### config.mk
export PLATFORM = sky130hd
export DESIGN_NAME = fraction_normalizer_core
export DESIGN_NICKNAME = d
export VERILOG_FILES = /design/src/rtl/core/fnorm_pkg.sv /design/src/rtl/core/fraction_normalizer_core.sv /design/src/rtl/core/fnorm_sub.sv
export SDC_FILE = /design/constraint.sdc
export NUM_CORES = 1
export LEC_CHECK = 0
export ABC_AREA = 1
export BUFFER_PORTS_ARGS = -buffer_cell sky130_fd_sc_hd__buf_2
export CAP_MARGIN = 20
export CORE_AREA = 2 2 231 233
export CTS_CLUSTER_DIAMETER = 40
export CTS_CLUSTER_SIZE = 14
export DETAILED_ROUTE_END_ITERATION = 10
export DIE_AREA = 0 0 233 235
export HOLD_SLACK_MARGIN = 0.1
export PLACE_DENSITY = 0.6
export SLEW_MARGIN = 20
export SYNTH_ARGS = -nofsm -noshare
export SYNTH_HDL_FRONTEND = slang
export SYNTH_HIERARCHICAL = 1
export SYNTH_SLANG_ARGS = --single-unit
### constraint.sdc
create_clock -name clk -period 16.1 [get_ports clk]
set_input_delay 3.22 -clock clk [delete_from_list [all_inputs] [get_ports clk]]
set_output_delay 3.22 -clock clk [all_outputs]
set_load 0.02 [all_outputs]
### src/rtl/core/fnorm_pkg.sv
// Shared types for the fraction normalizer core.
package fnorm_pkg;

  typedef enum logic {
    SEL_GCD,
    SEL_DIV
  } sub_sel_t;

endpackage

### src/rtl/core/fraction_normalizer_core.sv
// Fraction normalizer core: reduces a signed fraction by the gcd of its parts.
//
// Channel  Direction  Handshake                Word
// in       input      start high, busy low     in_numerator_in, in_denominator_in
// out      output     out_strobe, one cycle    out_numerator_out, out_denominator_out,
//                                              out_zero_denominator
//
// A zero denominator gives its result strobe in the cycle after the word is taken.
// Any other word runs binary gcd steps until one operand is zero and a step to see the
// end, then rescaling steps for the common power of two and a step to load the divider,
// then two restoring divisions by the gcd: the numerator first, then the denominator.
// Reset is synchronous and active low; it clears the sequencer and the strobe.
// The receiver cannot stall: each result is shown for exactly one cycle.
module fraction_normalizer_core #(
  parameter int DATA_WIDTH = 32
) (
  input  logic                         clk,
  input  logic                         rst_n,
  input  logic                         start,
  output logic                         busy,
  input  logic signed [DATA_WIDTH-1:0] in_numerator_in,
  input  logic signed [DATA_WIDTH-1:0] in_denominator_in,
  output logic                         out_strobe,
  output logic signed [DATA_WIDTH-1:0] out_numerator_out,
  output logic signed [DATA_WIDTH-1:0] out_denominator_out,
  output logic                         out_zero_denominator
);
  import fnorm_pkg::*;

  localparam int W  = DATA_WIDTH;
  localparam int KW = $clog2(W);
  localparam logic [KW-1:0] LAST_CNT = KW'(W - 1);

  typedef enum logic [2:0] {
    ST_IDLE,
    ST_GCD,
    ST_SCALE,
    ST_DIVN,
    ST_DIVD
  } state_t;

  state_t        state_r, state_nxt;
  logic [W-1:0]  a_r, a_nxt;
  logic [W-1:0]  b_r, b_nxt;
  logic [W-1:0]  g_r, g_nxt;
  logic [W-1:0]  mn_r, mn_nxt;
  logic [W-1:0]  md_r, md_nxt;
  logic [W-1:0]  rn_r, rn_nxt;
  logic [KW-1:0] k_r, k_nxt;
  logic [KW-1:0] cnt_r, cnt_nxt;
  logic          neg_r, neg_nxt;
  logic          strobe_r, strobe_nxt;
  logic [W-1:0]  num_out_r, num_out_nxt;
  logic [W-1:0]  den_out_r, den_out_nxt;
  logic          zd_r, zd_nxt;

  logic [W-1:0]  in_num_mag;
  logic [W-1:0]  in_den_mag;
  logic [W-1:0]  rem_sh;
  logic [W-1:0]  quot;
  logic [W-1:0]  sub_diff;
  logic          sub_borrow;
  sub_sel_t      sub_sel;

  assign in_num_mag = in_numerator_in[W-1] ? (~in_numerator_in + 1'b1) : in_numerator_in;
  assign in_den_mag = in_denominator_in[W-1] ? (~in_denominator_in + 1'b1)
                                             : in_denominator_in;
  assign rem_sh     = {b_r[W-2:0], a_r[W-1]};
  assign quot       = {a_r[W-2:0], ~sub_borrow};
  assign sub_sel    = (state_r == ST_GCD) ? SEL_GCD : SEL_DIV;

  fnorm_sub #(
    .W (W)
  ) u_sub (
    .sel     (sub_sel),
    .gcd_a   (a_r),
    .gcd_b   (b_r),
    .div_rem (rem_sh),
    .div_g   (g_r),
    .diff    (sub_diff),
    .borrow  (sub_borrow)
  );

  always_comb begin
    state_nxt   = state_r;
    a_nxt       = a_r;
    b_nxt       = b_r;
    g_nxt       = g_r;
    mn_nxt      = mn_r;
    md_nxt      = md_r;
    rn_nxt      = rn_r;
    k_nxt       = k_r;
    cnt_nxt     = cnt_r;
    neg_nxt     = neg_r;
    strobe_nxt  = 1'b0;
    num_out_nxt = num_out_r;
    den_out_nxt = den_out_r;
    zd_nxt      = zd_r;
    case (state_r)
      ST_IDLE: begin
        if (start) begin
          if (in_denominator_in == '0) begin
            num_out_nxt = in_numerator_in;
            den_out_nxt = '0;
            zd_nxt      = 1'b1;
            strobe_nxt  = 1'b1;
          end else begin
            a_nxt     = in_num_mag;
            b_nxt     = in_den_mag;
            mn_nxt    = in_num_mag;
            md_nxt    = in_den_mag;
            neg_nxt   = (in_numerator_in != '0) &&
                        (in_numerator_in[W-1] != in_denominator_in[W-1]);
            k_nxt     = '0;
            state_nxt = ST_GCD;
          end
        end
      end
      ST_GCD: begin
        if (a_r == '0) begin
          state_nxt = ST_SCALE;
        end else if (!a_r[0] && !b_r[0]) begin
          a_nxt = a_r >> 1;
          b_nxt = b_r >> 1;
          k_nxt = k_r + 1'b1;
        end else if (!a_r[0]) begin
          a_nxt = a_r >> 1;
        end else if (!b_r[0]) begin
          b_nxt = b_r >> 1;
        end else if (sub_borrow) begin
          a_nxt = b_r;
          b_nxt = a_r;
        end else begin
          a_nxt = sub_diff >> 1;
        end
      end
      ST_SCALE: begin
        if (k_r == '0) begin
          g_nxt     = b_r;
          a_nxt     = mn_r;
          b_nxt     = '0;
          cnt_nxt   = '0;
          state_nxt = ST_DIVN;
        end else begin
          b_nxt = b_r << 1;
          k_nxt = k_r - 1'b1;
        end
      end
      ST_DIVN: begin
        a_nxt   = quot;
        b_nxt   = sub_borrow ? rem_sh : sub_diff;
        cnt_nxt = cnt_r + 1'b1;
        if (cnt_r == LAST_CNT) begin
          rn_nxt    = quot;
          a_nxt     = md_r;
          b_nxt     = '0;
          cnt_nxt   = '0;
          state_nxt = ST_DIVD;
        end
      end
      ST_DIVD: begin
        a_nxt   = quot;
        b_nxt   = sub_borrow ? rem_sh : sub_diff;
        cnt_nxt = cnt_r + 1'b1;
        if (cnt_r == LAST_CNT) begin
          num_out_nxt = neg_r ? (~rn_r + 1'b1) : rn_r;
          den_out_nxt = quot;
          zd_nxt      = 1'b0;
          strobe_nxt  = 1'b1;
          state_nxt   = ST_IDLE;
        end
      end
      default: begin
        state_nxt = ST_IDLE;
      end
    endcase
  end

  always_ff @(posedge clk) begin
    a_r       <= a_nxt;
    b_r       <= b_nxt;
    g_r       <= g_nxt;
    mn_r      <= mn_nxt;
    md_r      <= md_nxt;
    rn_r      <= rn_nxt;
    k_r       <= k_nxt;
    cnt_r     <= cnt_nxt;
    neg_r     <= neg_nxt;
    num_out_r <= num_out_nxt;
    den_out_r <= den_out_nxt;
    zd_r      <= zd_nxt;
    if (!rst_n) begin
      state_r  <= ST_IDLE;
      strobe_r <= 1'b0;
    end else begin
      state_r  <= state_nxt;
      strobe_r <= strobe_nxt;
    end
  end

  assign busy                 = (state_r != ST_IDLE);
  assign out_strobe           = strobe_r;
  assign out_numerator_out    = num_out_r;
  assign out_denominator_out  = den_out_r;
  assign out_zero_denominator = zd_r;

`ifndef NO_ASSERTIONS
  a_done_strobes: assert property (@(posedge clk) disable iff (!rst_n)
    $past(rst_n) && $fell(busy) |-> out_strobe)
    else $error("Sequencer went idle without a result strobe.");

  a_strobe_idle: assert property (@(posedge clk) disable iff (!rst_n)
    out_strobe |-> !busy)
    else $error("Result strobe while the sequencer is still busy.");

  a_zero_den_out: assert property (@(posedge clk) disable iff (!rst_n)
    out_strobe && out_zero_denominator |-> out_denominator_out == '0)
    else $error("Zero denominator flag with a nonzero denominator.");

  a_start_busy: assert property (@(posedge clk) disable iff (!rst_n)
    start && !busy && (in_denominator_in != '0) |=> busy && !out_strobe)
    else $error("Nonzero denominator word did not start the sequencer.");
`endif

endmodule

### src/rtl/core/fnorm_sub.sv
// Shared subtractor used for the gcd steps and the restoring division steps.
module fnorm_sub #(
  parameter int W = 32
) (
  input  fnorm_pkg::sub_sel_t sel,
  input  logic [W-1:0]        gcd_a,
  input  logic [W-1:0]        gcd_b,
  input  logic [W-1:0]        div_rem,
  input  logic [W-1:0]        div_g,
  output logic [W-1:0]        diff,
  output logic                borrow
);
  import fnorm_pkg::*;

  logic [W-1:0] op_a;
  logic [W-1:0] op_b;
  logic [W:0]   full;

  always_comb begin
    case (sel)
      SEL_GCD: begin
        op_a = gcd_a;
        op_b = gcd_b;
      end
      default: begin
        op_a = div_rem;
        op_b = div_g;
      end
    endcase
  end

  assign full   = {1'b0, op_a} - {1'b0, op_b};
  assign diff   = full[W-1:0];
  assign borrow = full[W];

endmodule
Yosys cells after proc, flatten, opt, wreduce, memory -nomap -nowiden
Index checks and enable logic that the tools add are counted.
Word-level totals
  output and inout bits: 67
  logic and storage cells: 130
  flip-flop bits (word level): 272
  input port bits: 67
Cells by class
  equality and inequality tests: 19
  bitwise gates (word level): 5
  reduce and logical (&&, ||, !) cells: 25
  muxes and demuxes: 58
  add/subtract/negate cells: 7
Operator list (number)
  $mux W32: 30
  $pmux W32 S5: 2
  $pmux W32 S2: 2
  $add A32 B1 Y32 const B: 3
  $not A32 Y32: 3
  $logic_not A32 Y1: 2
  $mux W5: 7
  $sub A32 B32 Y33: 1
  $reduce_bool A32 Y1: 1
  $pmux W5 S3: 2
  $reduce_and A6 Y1: 4
  $mux W3: 6
  $ne A2 B2 Y1 const B: 8
  $pmux W3 S5: 1
  $add A5 B1 Y5 const B: 2
  $reduce_and A5 Y1: 2
  $reduce_bool A3 Y1: 3
  $eq A3 B2 Y1 const B: 2
  $mux W1: 6
  $reduce_and A2 Y1: 3
  $eq A5 B5 Y1 const B: 1
  $logic_not A5 Y1: 1
  $reduce_bool A5 Y1: 1
  $sub A5 B1 Y5 const B: 1
  other kinds (15): 20

Depth between registers and ports, before layout
Gate-level depths: netlist (run 1).
  depth in word-level cells: 9
  depth in mapped cells: 26
  mapped depth without buffers: 22

By module
Netlist (run 1), hierarchy kept.
By module, submodules not included
  fraction_normalizer_core: seq. area each 8127.8 um^2, times used 1, area an instance 14974.4 um^2, cells an instance 1711
  fnorm_sub: seq. area each 0.0 um^2, times used 1, area an instance 3175.5 um^2, cells an instance 594

Worst setup path before layout (run 1)
No wires, ideal clock.
  path type: in2reg
  from: in in_denominator_in[0]
  to: reg md_r[0], enable pin
  library setup time: 0.568 ns
  arrival: 8.179 ns
  path buffers: 0
  setup slack: 7.353 ns
  data required time: 15.532 ns
  cell stages on the path: 7
  path through: inv_1 > ha_1 > nand3_1 > nor2_1 > nand2_1 > nor2_1 > nor3_1
Between the ends
  word-level cells in the longest chain between the ends: 3
RTL lines
  from (decl): line fraction_normalizer_core.sv:22  | input logic signed [DATA_WIDTH-1:0] in_denominator_in,
  $logic_not A32 Y1: line fraction_normalizer_core.sv:102  | if (in_denominator_in == '0) begin
  $not A1 Y1 (no source line)
  $reduce_and A3 Y1 (no source line)
  to (signal assigned): line fraction_normalizer_core.sv:184  | md_r <= md_nxt;
  to (decl): line fraction_normalizer_core.sv:47  | logic [W-1:0] md_r, md_nxt;
No other way between the ends.
A chain may end at the register's enable or synchronous reset.

Worst setup path in the final report (run 1)
  from: reg state_r[1]
  to: reg a_r[6] (data pin)
Between the ends
  word-level cells in the longest chain between the ends: 9
  elaborated cells on any way between the ends: 14
  those cells by class: add/sub: 1; eq/ne: 4; mux: 8; reduce/logical: 1
RTL lines
  from (decl): line fraction_normalizer_core.sv:42  | state_t state_r, state_nxt;
  from (signal assigned): line fraction_normalizer_core.sv:196  | state_r <= state_nxt;
  $eq A3 B1 Y1 *: line fraction_normalizer_core.sv:70  | assign sub_sel = (state_r == ST_GCD) ? SEL_GCD : SEL_DIV;
  $mux W32: line fnorm_sub.sv:20  | case (sel)
  $sub A32 B32 Y33 *: line fnorm_sub.sv:32  | assign full = {1'b0, op_a} - {1'b0, op_b};
  via sub_borrow: line fraction_normalizer_core.sv:62  | logic sub_borrow;
  $mux W32 *: line fraction_normalizer_core.sv:130  | end else if (sub_borrow) begin
  $mux W32 *: line fraction_normalizer_core.sv:128  | end else if (!b_r[0]) begin
  $mux W32 *: line fraction_normalizer_core.sv:126  | end else if (!a_r[0]) begin
  $mux W32 *: line fraction_normalizer_core.sv:122  | end else if (!a_r[0] && !b_r[0]) begin
  $mux W32 *: line fraction_normalizer_core.sv:120  | if (a_r == '0) begin
  $pmux W32 S5 *: line fraction_normalizer_core.sv:99  | case (state_r)
  via a_nxt[6]: line fraction_normalizer_core.sv:43  | logic [W-1:0] a_r, a_nxt;
  to (signal assigned): line fraction_normalizer_core.sv:180  | a_r <= a_nxt;
  to (decl): line fraction_normalizer_core.sv:43
Mark *: on every way through the listed nets, which the timed path passes. The rest lies on a longest branch. The select of a mux whose other input is x is not followed.

==> results of run 1 <==
[kinds of logic (layout without fill, tap and decap cells)]
kind of cell / after synthesis / in the layout / synth area share
AOI/OAI and AO/OA: 278 / 278 / 0.08962
xor gates and xnor gates: 72 / 72 / 0.03474
adders and majority gates: 43 / 43 / 0.03047
buffers and inverters: 358 / 506 / 0.07845
DFF: 272 / 272 / 0.4478
muxes: 62 / 62 / 0.03633
and+or+nand+nor: 1220 / 1220 / 0.2826
[registers in the layout, summed over array words and instances, names as in the netlist, 3 cells and up]
| name | flops |
|---|---|
| a_r | 32 |
| b_r | 32 |
| g_r | 32 |
| md_r | 32 |
| mn_r | 32 |
| out_denominator_out | 32 |
| out_numerator_out | 32 |
| rn_r | 32 |
| cnt_r | 5 |
| k_r | 5 |
| state_r | 3 |
[cell type report]
cell class,count,area [um2],share of cell area
clock buffer,46,1066,0.05117
sequential,272,8128,0.3902
inverter,283,1062,0.05099
multi-input combinational,1675,8636,0.4145
tap,688,860.8,0.04132
timing repair buffer,147,770.7,0.03700
clock inverter,30,309.0,0.01483
[power by group through the flow]
stage / clock network, W / logic [W] / registers [W]
finish: 0.000902 / 0.00223 / 0.00124
global route: 0.000939 / 0.00251 / 0.00126
CTS: 0.000908 / 0.00221 / 0.00123
detailed placement: 0 / 0.00220 / 0.00125
global placement: 0 / 0.00218 / 0.00124
floorplan: 0 / 0.00160 / 0.00115
[worst max-delay path by stage]
stage | from | to | slack, ns | cells after the start
2_1_floorplan | in_denominator_in[0] | md_r[0] | 7.35 | 7
3_3_place_gp | in_denominator_in[31] | out_denominator_out[31] | 10.09 | 9
3_5_place_dp | in_denominator_in[31] | out_denominator_out[31] | 10.08 | 9
4_1_cts | state_r[1] | a_r[6] | 10.49 | 20
5_1_grt | state_r[1] | b_r[25] | 10.06 | 19
6_report | state_r[1] | a_r[6] | 10.45 | 20
[cells in the mapped netlist, types with 3 or more instances]
master       n  area, um2
a211oi_1    10      75.07
a21oi_1    100      500.5
a221oi_1    26      227.7
a22oi_1      5      37.54
a31oi_1      4      25.02
a41oi_1      5      43.79
and2_1       6      37.54
buf_1        4      15.01
buf_2       43      215.2
buf_4        3      22.52
clkbuf_1    23      86.33
clkinv_1     3      11.26
dfxtp_1      4      80.08
edfxtp_1   268       8048
ha_1        41      513.0
inv_1      268       1006
inv_2       12      45.04
mux2_2      31      349.1
mux2i_1     31      310.3
nand2_1    755       2834
nand2_2     10      62.56
nand3_1    110      550.5
nand3_2      5      50.05
nand3b_1     7      52.55
nand4_1     26      162.7
nor2_1     232      870.8
nor2_2      11      68.82
nor2_4       3      33.78
nor3_1      14      70.07
nor3b_1     21      157.7
nor4b_1      5      43.79
o2111ai_1    5      43.79
o211ai_1     7      52.55
o21ai_0     93      465.5
o21ai_1     10      50.05
o22ai_1      4      25.02
o31ai_1      3      22.52
or2_2        6      37.54
xnor2_1     11      96.34
xor2_1      61      534.3
[per-layer routing]
metal / track usage / share of wire
met3: 0.03228 / 0.080
met4: 0.08743 / 0.039
met5: 0 / 0.00061
met2: 0.3359 / 0.44
met1: 0.3101 / 0.44
[stage by stage]
stage	worst slack [ns]	instance area (um2)	util	instances
floorplan	7.353	18150	-	2305
global placement	10.09	19460	0.3725	3065
detailed placement	10.08	19460	0.3725	3065
CTS	10.49	20830	0.3988	3141
global route	10.06	20830	0.3988	3141
finish	10.45	20830	0.3988	3141
==> results.md, run 1 <==
* Reg power frac at 0.284
* Worst-path fanout max at 64
* Leak Pwr at 9.214 nW
* Worst Tran Pin Value at 0.9662 ns
* WL/cell at 19.29 um
* Run status: completed
* Post-synthesis sequential area ratio at 0.4478
* RSZ-0062 raised after global routing: false
* WP buf/inv at 7
* Max transition margin at 0.3559
* Number of distinct library cells after synthesis at 54
* CTS tree: built
* Clock share of power at 0.206
* CP startpoint kind: flop
* Worst skew pair latency at 0.56 ns
* Post-synth EDFFs at 268
* Max Slew Vio Count at 0
* Largest net degree at the start of global routing at 74
* Crit-path cells: inv_2 -> nand3_4 -> buf_4 -> buf_4 -> mux2_2 -> ha_1 -> nand2_1 -> nor2_1 -> nand2_1 -> inv_1 -> nand2_1 -> nand3b_1 -> a21oi_2 -> buf_4 -> inv_2 -> o21ai_0 -> a22oi_1 -> o22ai_1 -> inv_1 -> a21oi_1
* Core area at 52240 um2
* Routed vias at 16379
* CTS Buf Count at 42
* R2R Path End: a_r[6]
* Post-CTS setup buffers at 0
* FILL cells at 5292
* Post-DP HPWL at 46140 um
* R2R cell count at 20
* DIE AREA at 54760 um2
* Share of flip-flops with an asynchronous set or reset at 0
* H-tree levels at 2
* Synthesized instance count at 2305
* Clock-pin slew on the worst setup and hold paths at 0.06 ns
* Most frequent cells in the layout: 755 x nand2_1, 268 x edfxtp_1, 267 x inv_1
* Worst hold-check path type: reg -> reg
* Worst reg2reg startpoint: state_r[1]
* Synthesized area per cell at 7.874 um2
* FP Rows at 84
* Cts repair resizes at 0
* Syn Nets at 2415
* Final min period at 5.647 ns
* CP required at 16.40 ns
* Hold Path Origin: b_r[15]
* Drt first pass iters at 6
* Hold Path Sink: g_r[15]
* Total grt overflow at 0
* Port bufs at 133
* Critical path type: reg -> reg
* Most common cell after layout, fill and taps aside: nand2_1
* Synth Warn # at 6
* Post-route total power at 0.004381 W
* Peak Freq at 0.1771 GHz
* Post-DRT Antenna Nets at 0
* Antenna violations before repair at 3
* Maximum vdd drop at 0.09050 mV
* Remaining DRCs at 0
* MaxCap Viol Count at 0
* Hold_ws at 0.5437 ns
* GRT Util Overall at 0.2194
* Synth Flop Type: edfxtp_1
* Initial Util at 0.3475
* CP max stage cell: buf_4
* Clk sink count at 272
* Pint at 0.002251 W
* CP peak stage delay at 0.77 ns
* Net Sw Power at 0.002131 W
* Power density over cell area at 210.3 nW/um2
* Io pins at 134
* Die W at 233 um
* CTS max path bufs at 3
* Final Cycle Share at 0.3508
* CTS root buffer: clkbuf_16
* Worst R2R Setup Slack at 10.45 ns
* Final hold viol count at 0
* Hold_buf cts at 0
* Setup violators final at 0
* Die Ht at 235 um
* Final WL at 60600 um
* Flops & latches, synth at 272
* DR iter-0 viols at 1616
* Clock Skews at 0.03791 ns
* Ratio of cells with drive above 1 in the final layout at 0.1268
* WHS Path Cells at 0
* Synthesized area at 18150 um2
* Ant diodes at 0
* Vias/cell at 5.215
* TNS Setup at 0 ns
* Logic pwr share at 0.510
* CP arrival at 5.95 ns
* First-pass GRT wire length at 92490 um
* Sw frac at 0.4863
* Area growth syn-to-layout at 14.78%
* GPL Wtd Cong at 0.9636
* NumNets Final at 2531
* Crit. End Element: flop
* Vias in the first global route at 15758
* Critical path's top delay family: buffers and inverters
No activity file was read; power rests on OpenSTA's default activity.
==> inputs of run 2 (changes only) <==
PLACE_DENSITY = 0.62   (was 0.6)
clock period = 4.75 ns   (was 16.1 ns; I/O delays follow)
==> results.md, run 2 (synthesized netlist as in run 1, its figures left out) <==
* Run status: completed
* Worst Tran Pin Value at 1.074 ns (+0.1080 ns)
* R2R Path End: a_r[13]
* Area growth syn-to-layout at 16.74%
* Crit-path cells: inv_2 -> nand3_4 -> buf_4 -> nand2_1 -> o21ai_0 -> inv_1 -> fa_1 -> inv_1 -> nand3_1 -> nand3_1 -> nand2_1 -> nand2_1 -> nand2_1 -> nand3b_1 -> a21oi_2 -> buf_4 -> buf_4 -> nand2_1 -> nand2_1 -> nand2_1 -> a21oi_1 -> nor4b_1 -> nand2_1
* Clk sink count at 272 (unchanged)
* Remaining DRCs at 0 (unchanged)
* Maximum vdd drop at 0.3389 mV (+270%)
* Total grt overflow at 0 (unchanged)
* Final WL at 61040 um (+0.73%)
* Die W at 233 um (unchanged)
* Peak Freq at 0.2347 GHz (+33%)
* Hold_buf cts at 0 (unchanged)
* CTS root buffer: clkbuf_16
* Cts repair resizes at 0 (unchanged)
* WHS Path Cells at 2 (+2)
* PnR worst setup slack at 0.4897 ns (-9.963 ns)
* Most frequent cells in the layout: 755 x nand2_1, 268 x edfxtp_1, 267 x inv_1
* Cell mode on critical path: nand2_1
* GPL Wtd Cong at 0.9743 (+1.1%)
* Io pins at 134 (unchanged)
* CTS max path bufs at 3 (unchanged)
* Power density over cell area at 724.6 nW/um2 (+240%)
* CTS tree: built
* Initial Util at 0.3475 (unchanged)
* DIE AREA at 54760 um2 (unchanged)
* Worst skew pair latency at 0.58 ns (+0.02 ns)
* Leak Pwr at 9.644 nW (+4.7%)
* WL/cell at 19.30 um (about the same)
* CP arrival at 4.58 ns (-1.37 ns)
* Worst hold-check path type: reg -> reg
* First-pass GRT wire length at 93400 um (+0.98%)
* CP required at 5.07 ns (-11.33 ns)
* GRT Util Overall at 0.2214 (+0.002031)
* Largest net degree at the start of global routing at 71 (-4.1%)
* Clock Skews at 0.02629 ns (-0.01162 ns)
* FP Rows at 84 (unchanged)
* CTS Buf Count at 42 (unchanged)
* H-tree levels at 2 (unchanged)
* Worst R2R Setup Slack at 0.49 ns (-9.96 ns)
* Worst-path fanout max at 23 (-64%)
* CP max stage cell: dfxtp_1
* Routed vias at 16519 (+0.85%)
* Final hold viol count at 0 (unchanged)
* Final min period at 4.260 ns (-1.387 ns)
* Hold Path Origin: md_r[24]
* Vias in the first global route at 15967 (+1.3%)
* Post-DP HPWL at 46830 um (+1.5%)
* TNS Setup at 0 ns (unchanged)
* Worst reg2reg startpoint: state_r[1]
* Antenna violations before repair at 4 (+1)
* Port bufs at 133 (unchanged)
* Post-route total power at 0.01535 W (+250%)
* MaxCap Viol Count at 0 (unchanged)
* CP startpoint kind: flop
* Ratio of cells with drive above 1 in the final layout at 0.1346 (+0.007816)
* Max transition margin at 0.2838 (-0.07203)
* R2R cell count at 23 (+15%)
* Final Cycle Share at 0.8969 (+0.5461)
* Vias/cell at 5.223 (+0.15%)
* Clock-pin slew on the worst setup and hold paths at 0.07 ns (about the same)
* Crit. End Element: flop
* DR iter-0 viols at 1467 (-9.2%)
* Post-DRT Antenna Nets at 0 (unchanged)
* Core Util, Final at 0.4056 (+0.006802)
* RSZ-0062 raised after global routing: false
* Setup violators final at 0 (unchanged)
* Max Slew Vio Count at 0 (unchanged)
* Dpl ws at 0.5882 ns (-9.495 ns)
* Critical path type: reg -> reg
* NumNets Final at 2550 (+0.75%)
* Placed cell areas at 19670 um2 (+1.1%)
* Die Ht at 235 um (unchanged)
* Core area at 52240 um2 (unchanged)
* Most common cell after layout, fill and taps aside: nand2_1
* Final instance area at 21190 um2 (+1.7%)
* Post-CTS setup buffers at 0 (unchanged)
* Drt first pass iters at 7 (+1)
* CP peak stage delay at 0.53 ns (-0.24 ns)
* Hold Path Sink: a_r[24]
-- run 2: cell types whose count changed in the layout (fill, tap and decap cells not counted), moves of 2 or more --
cell,change
clkinvlp_4,-3
buf_12,+5
clkinv_2,+2
bufinv_16,+6
buf_4,+14
clkbuf_8,+2
inv_8,-3
-- run 2: final cells by class --
class	instances	area, um2
repair buffers	166	975.9
well taps	688	860.8
inverters	283	1062
clock inverters	31	426.7
fillers	5257	31050
clock buffers	47	1090
flip-flops and latches	272	8128
diodes	1	2.502
multi-input cells	1675	8642
-- run 2: power breakdown --
part,leakage (nW),switching [W],internal (W)
logic,6.27,0.00531,0.00244
clock network,0.737,0.00126,0.00212
registers,2.64,0.000728,0.00350
total,9.64,0.00729,0.00806
-- run 2: routing by layer --
metal | up-vias | GRT usage | wire (um)
met5 | - | 0 | 22
met4 | 4 | 0.09438 | 2355
met3 | 127 | 0.04078 | 5395
li1 | 7909 | - | -
met1 | 7675 | 0.3025 | 26220
met2 | 804 | 0.3424 | 27060
-- run 2: worst max-delay path by stage --
stage | start | endpoint | slack (ns)
2_1_floorplan | state_r[1] | b_r[10] | 0.25
3_3_place_gp | state_r[1] | a_r[15] | 0.63
3_5_place_dp | state_r[1] | a_r[13] | 0.59
4_1_cts | state_r[1] | a_r[13] | 0.57
5_1_grt | state_r[1] | a_r[30] | 0.11
6_report | state_r[1] | a_r[13] | 0.49
-- run 2: critical path, delay by kind of cell, from the launching register on --
kind | cells | cell delay (ns)
AO/OA/AOI/OAI | 3 | 0.35
AND/OR/NAND/NOR | 13 | 1.64
adder cells (fa/ha/maj) | 1 | 0.45
buffers and inverters | 6 | 1.02
flip-flops | 1 | 0.53
-- run 2: per-stage QoR --
step	std cells	hold WS, ns
2_1_floorplan	2305	0.4636
3_3_place_gp	3084	0.5346
3_5_place_dp	3084	0.5416
4_1_cts	3162	0.5574
5_1_grt	3162	0.6057
6_report	3163	0.5633
